`config.mk`:
```
export PLATFORM = sky130hd
export DESIGN_NAME = imuca_ctrl
export DESIGN_NICKNAME = d
export VERILOG_FILES = /design/src/design/imuca_pkg.sv /design/src/design/imuca_ctrl.sv
export SDC_FILE = /design/constraint.sdc
export NUM_CORES = 1
export LEC_CHECK = 0
export BUFFER_PORTS_ARGS = -buffer_cell sky130_fd_sc_hd__buf_4
export CORE_UTILIZATION = 40
export CTS_BUF_LIST = sky130_fd_sc_hd__clkbuf_16
export DETAILED_ROUTE_END_ITERATION = 10
export GPL_TIMING_DRIVEN = 0
export PLACE_DENSITY = 0.6
export SLEW_MARGIN = 10
export SYNTH_ARGS = -nofsm -noshare
export SYNTH_HDL_FRONTEND = slang
export SYNTH_SLANG_ARGS = --single-unit
export TNS_END_PERCENT = 30
```
`constraint.sdc`:
```
create_clock -name clk -period 4.3 [get_ports clk]
set_clock_uncertainty 0.05 [all_clocks]
set_input_delay 0.86 -clock clk [delete_from_list [all_inputs] [get_ports clk]]
set_output_delay 0.86 -clock clk [all_outputs]
set_load 0.005 [all_outputs]
```
`src/design/imuca_pkg.sv`:
```
`default_nettype none
package imuca_pkg;

  // default values for the top level parameters
  localparam int CORDIC_STEPS_DEF = 24;
  localparam int ANGLE_FRAC_DEF   = 28;

  // datapath widths
  localparam int CW   = 52;  // cordic x / y, inputs scaled by 2^16 plus gain growth
  localparam int ZW   = 36;  // cordic angle accumulator, Q.32 radians
  localparam int MW   = 33;  // shared multiplier operand
  localparam int PW   = 66;  // multiplier product and accumulator
  localparam int ITW  = 5;   // cordic iteration index, up to 32 iterations
  localparam int CFGW = 19;  // config write data, widest register
  localparam int IDXW = 2;   // config register index

  // config register indexes
  localparam logic [IDXW-1:0] REG_BLEND   = 2'd0;
  localparam logic [IDXW-1:0] REG_GATE_LO = 2'd1;
  localparam logic [IDXW-1:0] REG_GATE_HI = 2'd2;

  // config reset values
  localparam logic [15:0] BLEND_RST   = 16'd64225;
  localparam logic [17:0] GATE_LO_RST = 18'd45875;
  localparam logic [18:0] GATE_HI_RST = 19'd85197;

  // fixed point constants
  localparam longint PI_Q32      = 64'sd13493037705;
  localparam longint HALF_PI_Q32 = 64'sd6746518852;
  localparam longint INV_GAIN    = 64'sd2608131496;
  localparam longint DEG_RAD     = 64'sd74961321;

  // datapath operations, one per cycle
  typedef enum logic [4:0] {
    OP_NONE,
    OP_LOAD,
    OP_RMUL_P,
    OP_RABS,
    OP_RMUL_LO,
    OP_ACC_SHR,
    OP_RMUL_HI,
    OP_RFIN,
    OP_CINIT,
    OP_CITER,
    OP_GMUL_LO,
    OP_GMUL_HI,
    OP_GFIN,
    OP_BMUL_W,
    OP_ACC_FULL,
    OP_BMUL_C,
    OP_BFIN,
    OP_UPDATE,
    OP_HOLD
  } op_t;

  typedef enum logic [4:0] {
    S_IDLE,
    S_RMUL_P,
    S_RABS,
    S_RMUL_LO,
    S_RACC,
    S_RMUL_HI,
    S_RFIN,
    S_CINIT,
    S_CITER,
    S_GMUL_LO,
    S_GACC,
    S_GMUL_HI,
    S_GFIN,
    S_BMUL_W,
    S_BACC,
    S_BMUL_C,
    S_BFIN,
    S_WAIT
  } state_t;

  typedef struct packed {
    op_t            op;
    logic [1:0]     ax;    // axis for rate and blend steps
    logic [ITW-1:0] it;    // cordic iteration
    logic           pass;  // cordic pass: 0 roll, 1 pitch
  } cmd_t;

  typedef struct packed {
    logic dt_zero;
  } sts_t;

  // arctan(2^-i) in Q.32
  function automatic logic signed [ZW-1:0] atan_q32(input logic [ITW-1:0] i);
    logic signed [ZW-1:0] v;
    unique case (i)
      5'd0:  v = 36'sd3373259426;
      5'd1:  v = 36'sd1991351318;
      5'd2:  v = 36'sd1052175346;
      5'd3:  v = 36'sd534100635;
      5'd4:  v = 36'sd268086748;
      5'd5:  v = 36'sd134174063;
      5'd6:  v = 36'sd67103403;
      5'd7:  v = 36'sd33553749;
      5'd8:  v = 36'sd16777131;
      5'd9:  v = 36'sd8388597;
      5'd10: v = 36'sd4194303;
      5'd11: v = 36'sd2097152;
      5'd12: v = 36'sd1048576;
      5'd13: v = 36'sd524288;
      5'd14: v = 36'sd262144;
      5'd15: v = 36'sd131072;
      5'd16: v = 36'sd65536;
      5'd17: v = 36'sd32768;
      5'd18: v = 36'sd16384;
      5'd19: v = 36'sd8192;
      5'd20: v = 36'sd4096;
      5'd21: v = 36'sd2048;
      5'd22: v = 36'sd1024;
      5'd23: v = 36'sd512;
      5'd24: v = 36'sd256;
      5'd25: v = 36'sd128;
      5'd26: v = 36'sd64;
      5'd27: v = 36'sd32;
      5'd28: v = 36'sd16;
      5'd29: v = 36'sd8;
      5'd30: v = 36'sd4;
      5'd31: v = 36'sd2;
    endcase
    return v;
  endfunction

  // clamp to the 32-bit signed range
  function automatic logic signed [31:0] sat32(input logic signed [PW-1:0] v);
    logic signed [31:0] r;
    if (v > 66'sd2147483647) begin
      r = 32'sh7fffffff;
    end else if (v < -66'sd2147483648) begin
      r = 32'sh80000000;
    end else begin
      r = v[31:0];
    end
    return r;
  endfunction

endpackage
`default_nettype wire

```
`src/design/imuca_ctrl.sv`:
```
`default_nettype none
module imuca_ctrl
  import imuca_pkg::*;
#(
  parameter int CORDIC_STEPS = CORDIC_STEPS_DEF
) (
  input  wire  clk,
  input  wire  rst,
  input  wire  in_valid,
  output logic in_stall,
  output logic out_valid,
  input  wire  out_stall,
  input  sts_t sts,
  output cmd_t cmd
);

  localparam logic [ITW-1:0] LAST_IT = ITW'(CORDIC_STEPS - 1);

  state_t         state;
  state_t         state_next;
  logic [1:0]     ax;
  logic [ITW-1:0] it;
  logic           pass;
  logic           slot_free;

  assign slot_free = !out_valid || !out_stall;

  // next state
  always_comb begin
    state_next = state;
    unique case (state)
      S_IDLE:    if (in_valid) state_next = S_RMUL_P;
      S_RMUL_P:  state_next = sts.dt_zero ? S_WAIT : S_RABS;
      S_RABS:    state_next = S_RMUL_LO;
      S_RMUL_LO: state_next = S_RACC;
      S_RACC:    state_next = S_RMUL_HI;
      S_RMUL_HI: state_next = S_RFIN;
      S_RFIN:    state_next = (ax == 2'd2) ? S_CINIT : S_RMUL_P;
      S_CINIT:   state_next = S_CITER;
      S_CITER:   if (it == LAST_IT) state_next = S_GMUL_LO;
      S_GMUL_LO: state_next = S_GACC;
      S_GACC:    state_next = S_GMUL_HI;
      S_GMUL_HI: state_next = S_GFIN;
      S_GFIN:    state_next = pass ? S_BMUL_W : S_CINIT;
      S_BMUL_W:  state_next = S_BACC;
      S_BACC:    state_next = S_BMUL_C;
      S_BMUL_C:  state_next = S_BFIN;
      S_BFIN:    state_next = (ax == 2'd1) ? S_WAIT : S_BMUL_W;
      S_WAIT:    if (slot_free) state_next = S_IDLE;
      default:   state_next = S_IDLE;
    endcase
  end

  // command outputs
  always_comb begin
    cmd.ax   = ax;
    cmd.it   = it;
    cmd.pass = pass;
    cmd.op   = OP_NONE;
    unique case (state)
      S_IDLE:    cmd.op = in_valid ? OP_LOAD : OP_NONE;
      S_RMUL_P:  cmd.op = OP_RMUL_P;
      S_RABS:    cmd.op = OP_RABS;
      S_RMUL_LO: cmd.op = OP_RMUL_LO;
      S_RACC:    cmd.op = OP_ACC_SHR;
      S_RMUL_HI: cmd.op = OP_RMUL_HI;
      S_RFIN:    cmd.op = OP_RFIN;
      S_CINIT:   cmd.op = OP_CINIT;
      S_CITER:   cmd.op = OP_CITER;
      S_GMUL_LO: cmd.op = OP_GMUL_LO;
      S_GACC:    cmd.op = OP_ACC_SHR;
      S_GMUL_HI: cmd.op = OP_GMUL_HI;
      S_GFIN:    cmd.op = OP_GFIN;
      S_BMUL_W:  cmd.op = OP_BMUL_W;
      S_BACC:    cmd.op = OP_ACC_FULL;
      S_BMUL_C:  cmd.op = OP_BMUL_C;
      S_BFIN:    cmd.op = OP_BFIN;
      S_WAIT: begin
        if (slot_free) cmd.op = sts.dt_zero ? OP_HOLD : OP_UPDATE;
      end
      default:   cmd.op = OP_NONE;
    endcase
  end

  assign in_stall = (state != S_IDLE);

  // state, loop counters and output valid
  always_ff @(posedge clk) begin
    if (rst) begin
      state     <= S_IDLE;
      ax        <= '0;
      it        <= '0;
      pass      <= 1'b0;
      out_valid <= 1'b0;
    end else begin
      state <= state_next;
      if (state == S_IDLE) begin
        ax   <= '0;
        it   <= '0;
        pass <= 1'b0;
      end
      if (state == S_RFIN) ax <= (ax == 2'd2) ? 2'd0 : ax + 2'd1;
      if (state == S_BFIN) ax <= ax + 2'd1;
      if (state == S_CITER) it <= (it == LAST_IT) ? '0 : it + 1'b1;
      if (state == S_GFIN) pass <= 1'b1;
      if (state == S_WAIT && slot_free) begin
        out_valid <= 1'b1;
      end else if (!out_stall) begin
        out_valid <= 1'b0;
      end
    end
  end

endmodule
`default_nettype wire

```
==> results of run 1 <==
==> kinds of logic (layout without fill, tap and decap cells) <==
family / Yosys count / count (layout) / synth area share, %
flops: 14 / 14 / 27.1
compound gates: 40 / 40 / 25.8
buf+inv: 19 / 41 / 9.32
mux: 1 / 1 / 0.969
simple gates: 58 / 58 / 29.9
xor+xnor: 1 / 1 / 0.848
fa+ha+maj: 5 / 5 / 6.05
==> worst max path at each step <==
stage | start | to | slack, ps | cells past startpoint
after floorplan | in_valid | cmd[8] | 2010 | 3
after global placement | in_valid | cmd[8] | 1730 | 5
after detailed placement | in_valid | cmd[8] | 1720 | 5
after CTS | state[3] | cmd[9] | 1550 | 5
after global routing | state[3] | cmd[9] | 1400 | 5
final | state[3] | cmd[9] | 1540 | 5
==> per-stage QoR <==
step	cells	total power, mW	cell area [sq um]	setup slack [ps]
floorplan	138	0.564	1030	2010
global placement	187	0.726	1210	1730
detailed placement	187	0.733	1210	1720
CTS	190	0.907	1290	1550
global route	190	0.982	1290	1400
finish	190	0.911	1290	1540
==> synthesized netlist by cell type (2+ instances only) <==
master	n	area, sq um
sky130_fd_sc_hd__o22ai_1	2	12.5
sky130_fd_sc_hd__nor2b_1	4	25.0
sky130_fd_sc_hd__nor3b_1	2	15.0
sky130_fd_sc_hd__buf_6	2	22.5
sky130_fd_sc_hd__o32ai_1	2	17.5
sky130_fd_sc_hd__clkbuf_1	4	15.0
sky130_fd_sc_hd__o21ai_0	6	30.0
sky130_fd_sc_hd__nor4_1	3	18.8
sky130_fd_sc_hd__ha_1	5	62.6
sky130_fd_sc_hd__and3_1	2	12.5
sky130_fd_sc_hd__a21oi_1	11	55.1
sky130_fd_sc_hd__or3_1	3	18.8
sky130_fd_sc_hd__inv_1	7	26.3
sky130_fd_sc_hd__a2111oi_0	2	17.5
sky130_fd_sc_hd__nand2_1	15	56.3
sky130_fd_sc_hd__nor3_1	4	20.0
sky130_fd_sc_hd__buf_2	5	25.0
sky130_fd_sc_hd__and2_1	2	12.5
sky130_fd_sc_hd__dfxtp_1	14	280
sky130_fd_sc_hd__nor2_1	9	33.8
sky130_fd_sc_hd__a31oi_1	6	37.5
sky130_fd_sc_hd__nand2b_1	3	18.8
sky130_fd_sc_hd__a21o_1	3	22.5
sky130_fd_sc_hd__nand3_1	6	30.0
==> cells in the final DEF (no fill, tap or decap), types with 2 or more instances in the layout <==
cell type / synthesis / layout
sky130_fd_sc_hd__buf_6: 2 / 2
sky130_fd_sc_hd__a21o_1: 3 / 3
sky130_fd_sc_hd__dfxtp_1: 14 / 14
sky130_fd_sc_hd__buf_2: 5 / 5
sky130_fd_sc_hd__nand2b_1: 3 / 3
sky130_fd_sc_hd__clkbuf_1: 4 / 4
sky130_fd_sc_hd__o32ai_1: 2 / 2
sky130_fd_sc_hd__nor2b_1: 4 / 4
sky130_fd_sc_hd__nand2_1: 15 / 15
sky130_fd_sc_hd__ha_1: 5 / 5
sky130_fd_sc_hd__nor3b_1: 2 / 2
sky130_fd_sc_hd__and3_1: 2 / 2
sky130_fd_sc_hd__nand3_1: 6 / 6
sky130_fd_sc_hd__o22ai_1: 2 / 2
sky130_fd_sc_hd__nor2_1: 9 / 9
sky130_fd_sc_hd__a2111oi_0: 2 / 2
sky130_fd_sc_hd__o21ai_0: 6 / 6
sky130_fd_sc_hd__buf_4: 1 / 20
sky130_fd_sc_hd__and2_1: 2 / 2
sky130_fd_sc_hd__clkbuf_16: 0 / 3
sky130_fd_sc_hd__or3_1: 3 / 3
sky130_fd_sc_hd__a31oi_1: 6 / 6
sky130_fd_sc_hd__nor4_1: 3 / 3
sky130_fd_sc_hd__nor3_1: 4 / 4
sky130_fd_sc_hd__inv_1: 7 / 7
sky130_fd_sc_hd__a21oi_1: 11 / 11
==> area by class of cell <==
type	instances	area, sq um
fill	236	1170
timing repair buffer	19	143
clock buffer	3	75.1
buffer	12	70.1
multi-input combinational	105	657
tap	30	37.5
sequential	14	280
inverter	7	26.3
==> power groups by stage <==
stage               registers (mW)  logic, mW  clock network (mW)
floorplan                    0.176      0.388                   0
CTS                          0.180      0.553               0.174
finish                       0.180      0.559               0.171
global route                 0.183      0.618               0.180
global placement             0.180      0.546                   0
detailed placement           0.182      0.551                   0
==> routing by layer <==
| layer | up-vias | routed length, microns | GRT usage (%) |
|---|---|---|---|
| met5 | - | 0 | 0 |
| met4 | 0 | 14 | 4.82 |
| met1 | 516 | 1250 | 30.3 |
| met2 | 42 | 1370 | 35.2 |
| li1 | 546 | - | - |
| met3 | 2 | 181 | 6.09 |
==> flip-flops by register name (all words and copies together) (netlist names) <==
name and count:
pass 1, state 5, it 5, out_valid 1
ax 2
==> worst min-delay path, cell delays in order, from the launching register on <==
cell and delay (ps):
sky130_fd_sc_hd__dfxtp_1 330, sky130_fd_sc_hd__nand2_1 60, sky130_fd_sc_hd__a21oi_1 50
==> impl_metrics.prom, run 1 <==
# TYPE chip_impl_metric gauge
chip_impl_metric{name="syn-instance-count",unit=""} 138
chip_impl_metric{name="drt_pre_antenna_iters",unit=""} 4
chip_impl_metric{name="critical_path_peak_fanout",unit=""} 10
chip_impl_metric{name="hold-path-cell-count",unit=""} 2
chip_impl_metric{name="asr_flop_ratio_synth",unit="%"} 0
chip_impl_metric{name="global_route.usage.total",unit="%"} 22.5
chip_impl_info{name="critPathTopFamily",value="buffers and inverters"} 1
chip_impl_metric{name="avgRoutedWirePerCell",unit="microns"} 14.8
chip_impl_metric{name="clock_latency",unit="ps"} 240
chip_impl_info{name="outcome",value="finished, final reports clean"} 1
chip_impl_metric{name="tightest_slew",unit="ps"} 525
chip_impl_metric{name="layout-area-overhead-vs-synth",unit="%"} 24.7
chip_impl_metric{name="p_sw_share",unit="%"} 43.2
chip_impl_metric{name="clock-sinks",unit=""} 14
chip_impl_metric{name="worst-endpoint-required",unit="ps"} 3390
chip_impl_metric{name="die_h",unit="microns"} 52.8
chip_impl_metric{name="post_cts_resize_count",unit=""} 0
chip_impl_metric{name="drt.antenna.violating_nets",unit=""} 0
chip_impl_metric{name="syn_area_per_cell",unit="sq um"} 7.49
chip_impl_info{name="setup_repair_after_global_routing_missed_its_margin",value="no"} 1
chip_impl_metric{name="cap_viol_max_count",unit=""} 0
chip_impl_metric{name="synth.distinct_cells",unit=""} 40
chip_impl_metric{name="htree_levels",unit=""} 1
chip_impl_metric{name="ir_drop",unit="mV"} 0.702
chip_impl_metric{name="insertedDiodeCount",unit=""} 0
chip_impl_metric{name="number_of_global_route_vias_before_repair",unit=""} 954
chip_impl_metric{name="vias_per_cell",unit=""} 5.82
chip_impl_metric{name="slew_limit_headroom",unit="%"} 65.0
chip_impl_metric{name="leakage_power_of_the_design",unit="nW"} 0.522
chip_impl_metric{name="layout.core_utilization",unit="%"} 52.5
chip_impl_metric{name="r2r_slack",unit="ps"} 2440
chip_impl_metric{name="die_w",unit="microns"} 52.8
chip_impl_info{name="worstSetupStartpointType",value="register"} 1
chip_impl_metric{name="detailedPlacementHpwl",unit="mm"} 2.03
chip_impl_metric{name="pwr-share-clk",unit="%"} 18.8
chip_impl_metric{name="drt-initial-drc-count",unit=""} 42
chip_impl_metric{name="postCtsSetupBuffers",unit=""} 0
chip_impl_metric{name="vias",unit=""} 1106
chip_impl_metric{name="syn_nets",unit=""} 148
chip_impl_metric{name="io-pin-count",unit=""} 20
chip_impl_metric{name="floorplan.initialDensity",unit="%"} 42.1
chip_impl_metric{name="power_density",unit="nW/um^2"} 707
chip_impl_metric{name="ratio_of_cells_with_drive_above_1_in_the_final_layout",unit="%"} 20.6
chip_impl_metric{name="final_nets",unit=""} 172
chip_impl_metric{name="timing_hold_violations_final",unit=""} 0
chip_impl_info{name="ys_dominant_reg_cell",value="sky130_fd_sc_hd__dfxtp_1"} 1
chip_impl_metric{name="synthesis.area",unit="sq um"} 1030
chip_impl_info{name="timing.setup.critical_path_class",value="reg2out"} 1
chip_impl_info{name="whs_endpoint",value="pass"} 1
chip_impl_metric{name="p_switching",unit="mW"} 0.394
chip_impl_info{name="r2r-start",value="state[3]"} 1
chip_impl_metric{name="max_freq",unit="MHz"} 362
chip_impl_metric{name="edff_count_synth",unit=""} 0
chip_impl_metric{name="routabilityCongestion",unit=""} 0.969
chip_impl_metric{name="finalCritPeriodShare",unit="%"} 64.3
chip_impl_info{name="worstSetupEndpointType",value="primary output"} 1
chip_impl_info{name="timing.critical_path.cells",value="clkbuf_1 -> clkbuf_1 -> a31oi_1 -> o32ai_1 -> buf_4"} 1
chip_impl_metric{name="count_of_input_and_output_buffers",unit=""} 19
chip_impl_metric{name="ys_ff_latch",unit=""} 14
chip_impl_metric{name="cts_inserted_buffers",unit=""} 3
chip_impl_metric{name="detail_route.drc_violations",unit=""} 0
chip_impl_metric{name="wl",unit="mm"} 2.81
chip_impl_info{name="r2r-end",value="state[3]"} 1
chip_impl_metric{name="coreArea",unit="sq um"} 2450
chip_impl_metric{name="worstPathArrival",unit="ps"} 1850
chip_impl_metric{name="grt_first_pass_wirelength",unit="mm"} 4.55
chip_impl_metric{name="whs",unit="ps"} 438
chip_impl_metric{name="setup_viol",unit=""} 0
chip_impl_metric{name="cp.buffers_inverters",unit=""} 3
chip_impl_metric{name="yosysWarnings",unit=""} 0
chip_impl_info{name="most_frequent_cp_cell",value="sky130_fd_sc_hd__clkbuf_1"} 1
chip_impl_metric{name="seqPwrFrac",unit="%"} 19.8
chip_impl_metric{name="die_area",unit="sq um"} 2790
chip_impl_info{name="critical_path_slowest_stage_cell",value="sky130_fd_sc_hd__clkbuf_1"} 1
chip_impl_info{name="cts_tree",value="done"} 1
chip_impl_metric{name="pwr-share-comb",unit="%"} 61.4
chip_impl_metric{name="clk_path_buf_depth",unit=""} 2
chip_impl_metric{name="timing.reg2reg.worst_path_depth",unit=""} 5
chip_impl_metric{name="cell_internal_pwr",unit="mW"} 0.517
chip_impl_metric{name="grt_start_max_net_pins",unit=""} 11
chip_impl_info{name="min_from",value="pass"} 1
chip_impl_metric{name="layout_min_cycle_time",unit="ps"} 2760
chip_impl_info{name="timing.hold.worst.class",value="reg2reg"} 1
chip_impl_metric{name="fin_tns_setup",unit="ps"} 0
chip_impl_metric{name="cts.reportedPaths.clkPinSlew",unit="ps"} 50
chip_impl_metric{name="antenna_found_initial",unit=""} 0
chip_impl_metric{name="placement_rows",unit=""} 18
chip_impl_metric{name="final_max_slew_viol_count",unit=""} 0
chip_impl_metric{name="number_of_buffers_added_to_fix_hold_violations_after_cts",unit=""} 0
chip_impl_metric{name="grt_overflow_total",unit=""} 0
chip_impl_info{name="root_buffer_selected_by_cts",value="sky130_fd_sc_hd__clkbuf_16"} 1
chip_impl_metric{name="slowest_delay",unit="ps"} 420
chip_impl_metric{name="yosysSeqAreaShare",unit="%"} 27.1
Power figures use the tool's default switching activity.
==> inputs of run 2 (changes only) <==
- ABC_AREA: default -> 1
- clock period: 4.3 -> 2.73 ns (I/O delays scaled with it)
==> run 2 against run 1 <==
Against the previous run: core utilization up 0.83 points; sequential power up 65%; global-route usage up 0.44 points; combinational power up 46%; cell count up 29%; critical path depth up 4; cell area up 4.4%; via count up 11%; routed wire length up 4.4%; largest power group unchanged.
==> impl_metrics.prom, run 2 <==
# TYPE chip_impl_metric gauge
chip_impl_info{name="outcome",value="finished, final reports clean"} 1
chip_impl_metric{name="io-pin-count",unit=""} 20
chip_impl_metric{name="fill_cells",unit=""} 276
chip_impl_metric{name="grt_overflow_total",unit=""} 0
chip_impl_metric{name="pwr-share-clk",unit="%"} 20.2
chip_impl_metric{name="yosysWarnings",unit=""} 0
chip_impl_metric{name="power_total",unit="mW"} 1.39
chip_impl_info{name="whs_endpoint",value="it[4]"} 1
chip_impl_metric{name="worst-endpoint-required",unit="ps"} 2130
chip_impl_metric{name="worstPathArrival",unit="ps"} 1780
chip_impl_metric{name="syn-instance-count",unit=""} 193
chip_impl_metric{name="die_w",unit="microns"} 54.1
chip_impl_info{name="worstSetupStartpointType",value="register"} 1
chip_impl_metric{name="timing.reg2reg.worst_path_depth",unit=""} 8
chip_impl_metric{name="yosysSeqAreaShare",unit="%"} 25.8
chip_impl_info{name="timing.hold.worst.class",value="reg2reg"} 1
chip_impl_metric{name="ir_drop",unit="mV"} 0.583
chip_impl_info{name="r2r-start",value="state[0]"} 1
chip_impl_metric{name="fin_tns_setup",unit="ps"} 0
chip_impl_metric{name="power_density",unit="nW/um^2"} 1040
chip_impl_metric{name="post_cts_resize_count",unit=""} 0
chip_impl_info{name="layout.cells.most_common",value="sky130_fd_sc_hd__nand2_1"} 1
chip_impl_metric{name="clock_latency",unit="ps"} 250
chip_impl_metric{name="critical_path_peak_fanout",unit=""} 8
chip_impl_info{name="root_buffer_selected_by_cts",value="sky130_fd_sc_hd__clkbuf_16"} 1
chip_impl_metric{name="yosys_top_cell_area_share",unit="%"} 25.8
chip_impl_metric{name="final_cell_count_no_fill",unit=""} 246
chip_impl_metric{name="p_switching",unit="mW"} 0.644
chip_impl_metric{name="post-place-cells",unit=""} 242
chip_impl_info{name="worstSetupEndpointType",value="primary output"} 1
chip_impl_info{name="leading_cell_types_in_the_layout_fill_and_taps_excluded",value="sky130_fd_sc_hd__nand2_1 (49), sky130_fd_sc_hd__nor2_1 (43), sky130_fd_sc_hd__inv_1 (30)"} 1
chip_impl_metric{name="detailedPlacementHpwl",unit="mm"} 2.36
chip_impl_metric{name="r2r_slack",unit="ps"} 1200
chip_impl_info{name="cts_tree",value="done"} 1
chip_impl_metric{name="synth.distinct_cells",unit=""} 17
chip_impl_metric{name="slowest_delay",unit="ps"} 360
chip_impl_metric{name="pwr-share-comb",unit="%"} 58.4
chip_impl_metric{name="grt_first_pass_wirelength",unit="mm"} 4.68
chip_impl_metric{name="vias_per_cell",unit=""} 5.01
chip_impl_info{name="min_from",value="it[4]"} 1
chip_impl_info{name="setup_repair_after_global_routing_missed_its_margin",value="no"} 1
chip_impl_metric{name="area_taken_by_multi_input_logic_gates",unit="sq um"} 663
chip_impl_metric{name="count_of_input_and_output_buffers",unit=""} 19
chip_impl_metric{name="seq_area",unit="sq um"} 280
chip_impl_metric{name="number_of_buffers_added_to_fix_hold_violations_after_cts",unit=""} 0
chip_impl_info{name="critical_path_slowest_stage_cell",value="sky130_fd_sc_hd__nor2_1"} 1
chip_impl_info{name="timing.critical_path.cells",value="buf_6 -> inv_1 -> nand3_1 -> nor2_1 -> inv_1 -> nand2_1 -> nor2_1 -> nand4_1 -> buf_4"} 1
chip_impl_metric{name="fin_ws",unit="ps"} 358
chip_impl_metric{name="detail_route.drc_violations",unit=""} 0
chip_impl_info{name="synthDominantAreaCellType",value="sky130_fd_sc_hd__dfxtp_1"} 1
chip_impl_metric{name="p_sw_share",unit="%"} 46.2
chip_impl_metric{name="die_area",unit="sq um"} 2930
chip_impl_metric{name="ys_ff_latch",unit=""} 14
chip_impl_metric{name="syn_area_per_cell",unit="sq um"} 5.63
chip_impl_metric{name="htree_levels",unit=""} 1
chip_impl_metric{name="floorplan.initialDensity",unit="%"} 43.1
chip_impl_metric{name="cell_internal_pwr",unit="mW"} 0.749
chip_impl_metric{name="max_freq",unit="MHz"} 422
chip_impl_metric{name="vias",unit=""} 1233
chip_impl_metric{name="clk_path_buf_depth",unit=""} 2
chip_impl_metric{name="drt.antenna.violating_nets",unit=""} 0
chip_impl_info{name="r2r-end",value="state[0]"} 1
chip_impl_metric{name="insertedDiodeCount",unit=""} 0
chip_impl_metric{name="asr_flop_ratio_synth",unit="%"} 0
chip_impl_info{name="cell_with_the_most_instances_after_synthesis",value="sky130_fd_sc_hd__nand2_1"} 1
chip_impl_info{name="reg_top3",value="it x5, state x5, ax x2"} 1
chip_impl_metric{name="final_nets",unit=""} 227
chip_impl_metric{name="seqPwrFrac",unit="%"} 21.3
chip_impl_metric{name="syn_nets",unit=""} 203
chip_impl_metric{name="wl",unit="mm"} 2.94
chip_impl_metric{name="leakage_power_of_the_design",unit="nW"} 0.703
chip_impl_metric{name="synthesis.area",unit="sq um"} 1090
chip_impl_metric{name="cts.reportedPaths.clkPinSlew",unit="ps"} 50
chip_impl_metric{name="timing_hold_violations_final",unit=""} 0
chip_impl_metric{name="hold-path-cell-count",unit=""} 2
chip_impl_metric{name="cts_inserted_buffers",unit=""} 3
chip_impl_info{name="synth.top_cells.by_area",value="sky130_fd_sc_hd__dfxtp_1 (26%), sky130_fd_sc_hd__nand2_1 (17%), sky130_fd_sc_hd__nor2_1 (15%)"} 1
chip_impl_info{name="yosys-top-cells-count",value="sky130_fd_sc_hd__nand2_1 (49), sky130_fd_sc_hd__nor2_1 (43), sky130_fd_sc_hd__inv_1 (30)"} 1
chip_impl_info{name="timing.setup.critical_path_class",value="reg2out"} 1
chip_impl_metric{name="edff_count_synth",unit=""} 0
chip_impl_info{name="ys_dominant_reg_cell",value="sky130_fd_sc_hd__dfxtp_1"} 1
chip_impl_metric{name="tightest_slew",unit="ps"} 503
chip_impl_metric{name="coreArea",unit="sq um"} 2520
chip_impl_metric{name="setup_viol",unit=""} 0
chip_impl_metric{name="place_worst_setup_slack",unit="ps"} 654
chip_impl_metric{name="antenna_found_initial",unit=""} 0
chip_impl_metric{name="layout_min_cycle_time",unit="ps"} 2370
chip_impl_metric{name="ratio_of_cells_with_drive_above_1_in_the_final_layout",unit="%"} 11.6
chip_impl_metric{name="drt-initial-drc-count",unit=""} 51
chip_impl_metric{name="finalCritPeriodShare",unit="%"} 86.9
chip_impl_metric{name="avgRoutedWirePerCell",unit="microns"} 11.9
chip_impl_metric{name="die_h",unit="microns"} 54.1
chip_impl_metric{name="slew_limit_headroom",unit="%"} 66.5
chip_impl_metric{name="number_of_global_route_vias_before_repair",unit=""} 1045
chip_impl_metric{name="layout-area-overhead-vs-synth",unit="%"} 23.8
chip_impl_metric{name="cap_viol_max_count",unit=""} 0
chip_impl_metric{name="grt_start_max_net_pins",unit=""} 11
chip_impl_metric{name="placement_rows",unit=""} 18
chip_impl_metric{name="postCtsSetupBuffers",unit=""} 0
chip_impl_metric{name="routabilityCongestion",unit=""} 0.896
chip_impl_metric{name="clock-sinks",unit=""} 14
chip_impl_metric{name="drt_pre_antenna_iters",unit=""} 4
chip_impl_metric{name="global_route.usage.total",unit="%"} 22.9
chip_impl_metric{name="final_max_slew_viol_count",unit=""} 0
run 2: metrics by stage:
step | hold slack [ps] | util, % | cell area [sq um]
after global placement | 431 | 50.2 | 1270
final | 448 | 53.3 | 1350
after detailed placement | 439 | 50.2 | 1270
after global routing | 465 | 53.3 | 1350
after CTS | 450 | 53.3 | 1350
after floorplan | 434 | - | 1090
run 2: logic make-up after synthesis:
group / share of synthesized area (%)
compound gates: 8.41
fa+ha+maj: 5.76
flops: 25.8
buf+inv: 13.1
xor+xnor: 0.807
simple gates: 46.1
run 2: area by class of cell:
cell class,count,share of cell area [%]
plain buffers,4,2.23
clock buffers,3,5.58
clock inverters,1,0.279
inverters,30,8.37
multi-input cells,145,49.3
flip-flops and latches,14,20.8
well taps,30,2.79
repair buffers,19,10.6
run 2: routing by layer:
| metal | vias up | wire, microns | global-route usage [%] |
|---|---|---|---|
| met5 | - | 0 | 0 |
| met4 | 0 | 53 | 9.40 |
| met3 | 7 | 222 | 5.08 |
| met2 | 42 | 1260 | 33.5 |
| met1 | 535 | 1400 | 31.9 |
| li1 | 649 | - | - |
run 2: worst max-delay path by stage:
stage	from	to	slack, ps	depth (start not counted)
after CTS	state[0]	cmd[8]	380	9
after detailed placement	state[0]	cmd[8]	650	9
after floorplan	state[0]	cmd[8]	1080	8
final	state[0]	cmd[8]	360	9
after global placement	state[0]	cmd[8]	640	9
after global routing	state[0]	cmd[8]	280	9
run 2: power groups by stage:
stage	logic (mW)	clock network, mW	registers, mW
finish	0.814	0.282	0.297
global route	0.930	0.297	0.305
CTS	0.812	0.290	0.296
detailed placement	0.808	0	0.299
global placement	0.809	0	0.300
floorplan	0.527	0	0.292
run 2: critical path: cells and delay by family (launching register included):
kind / cells / cell delay [ps]
flip-flops: 1 / 300
buffers and inverters: 4 / 480
AND/OR/NAND/NOR: 5 / 740
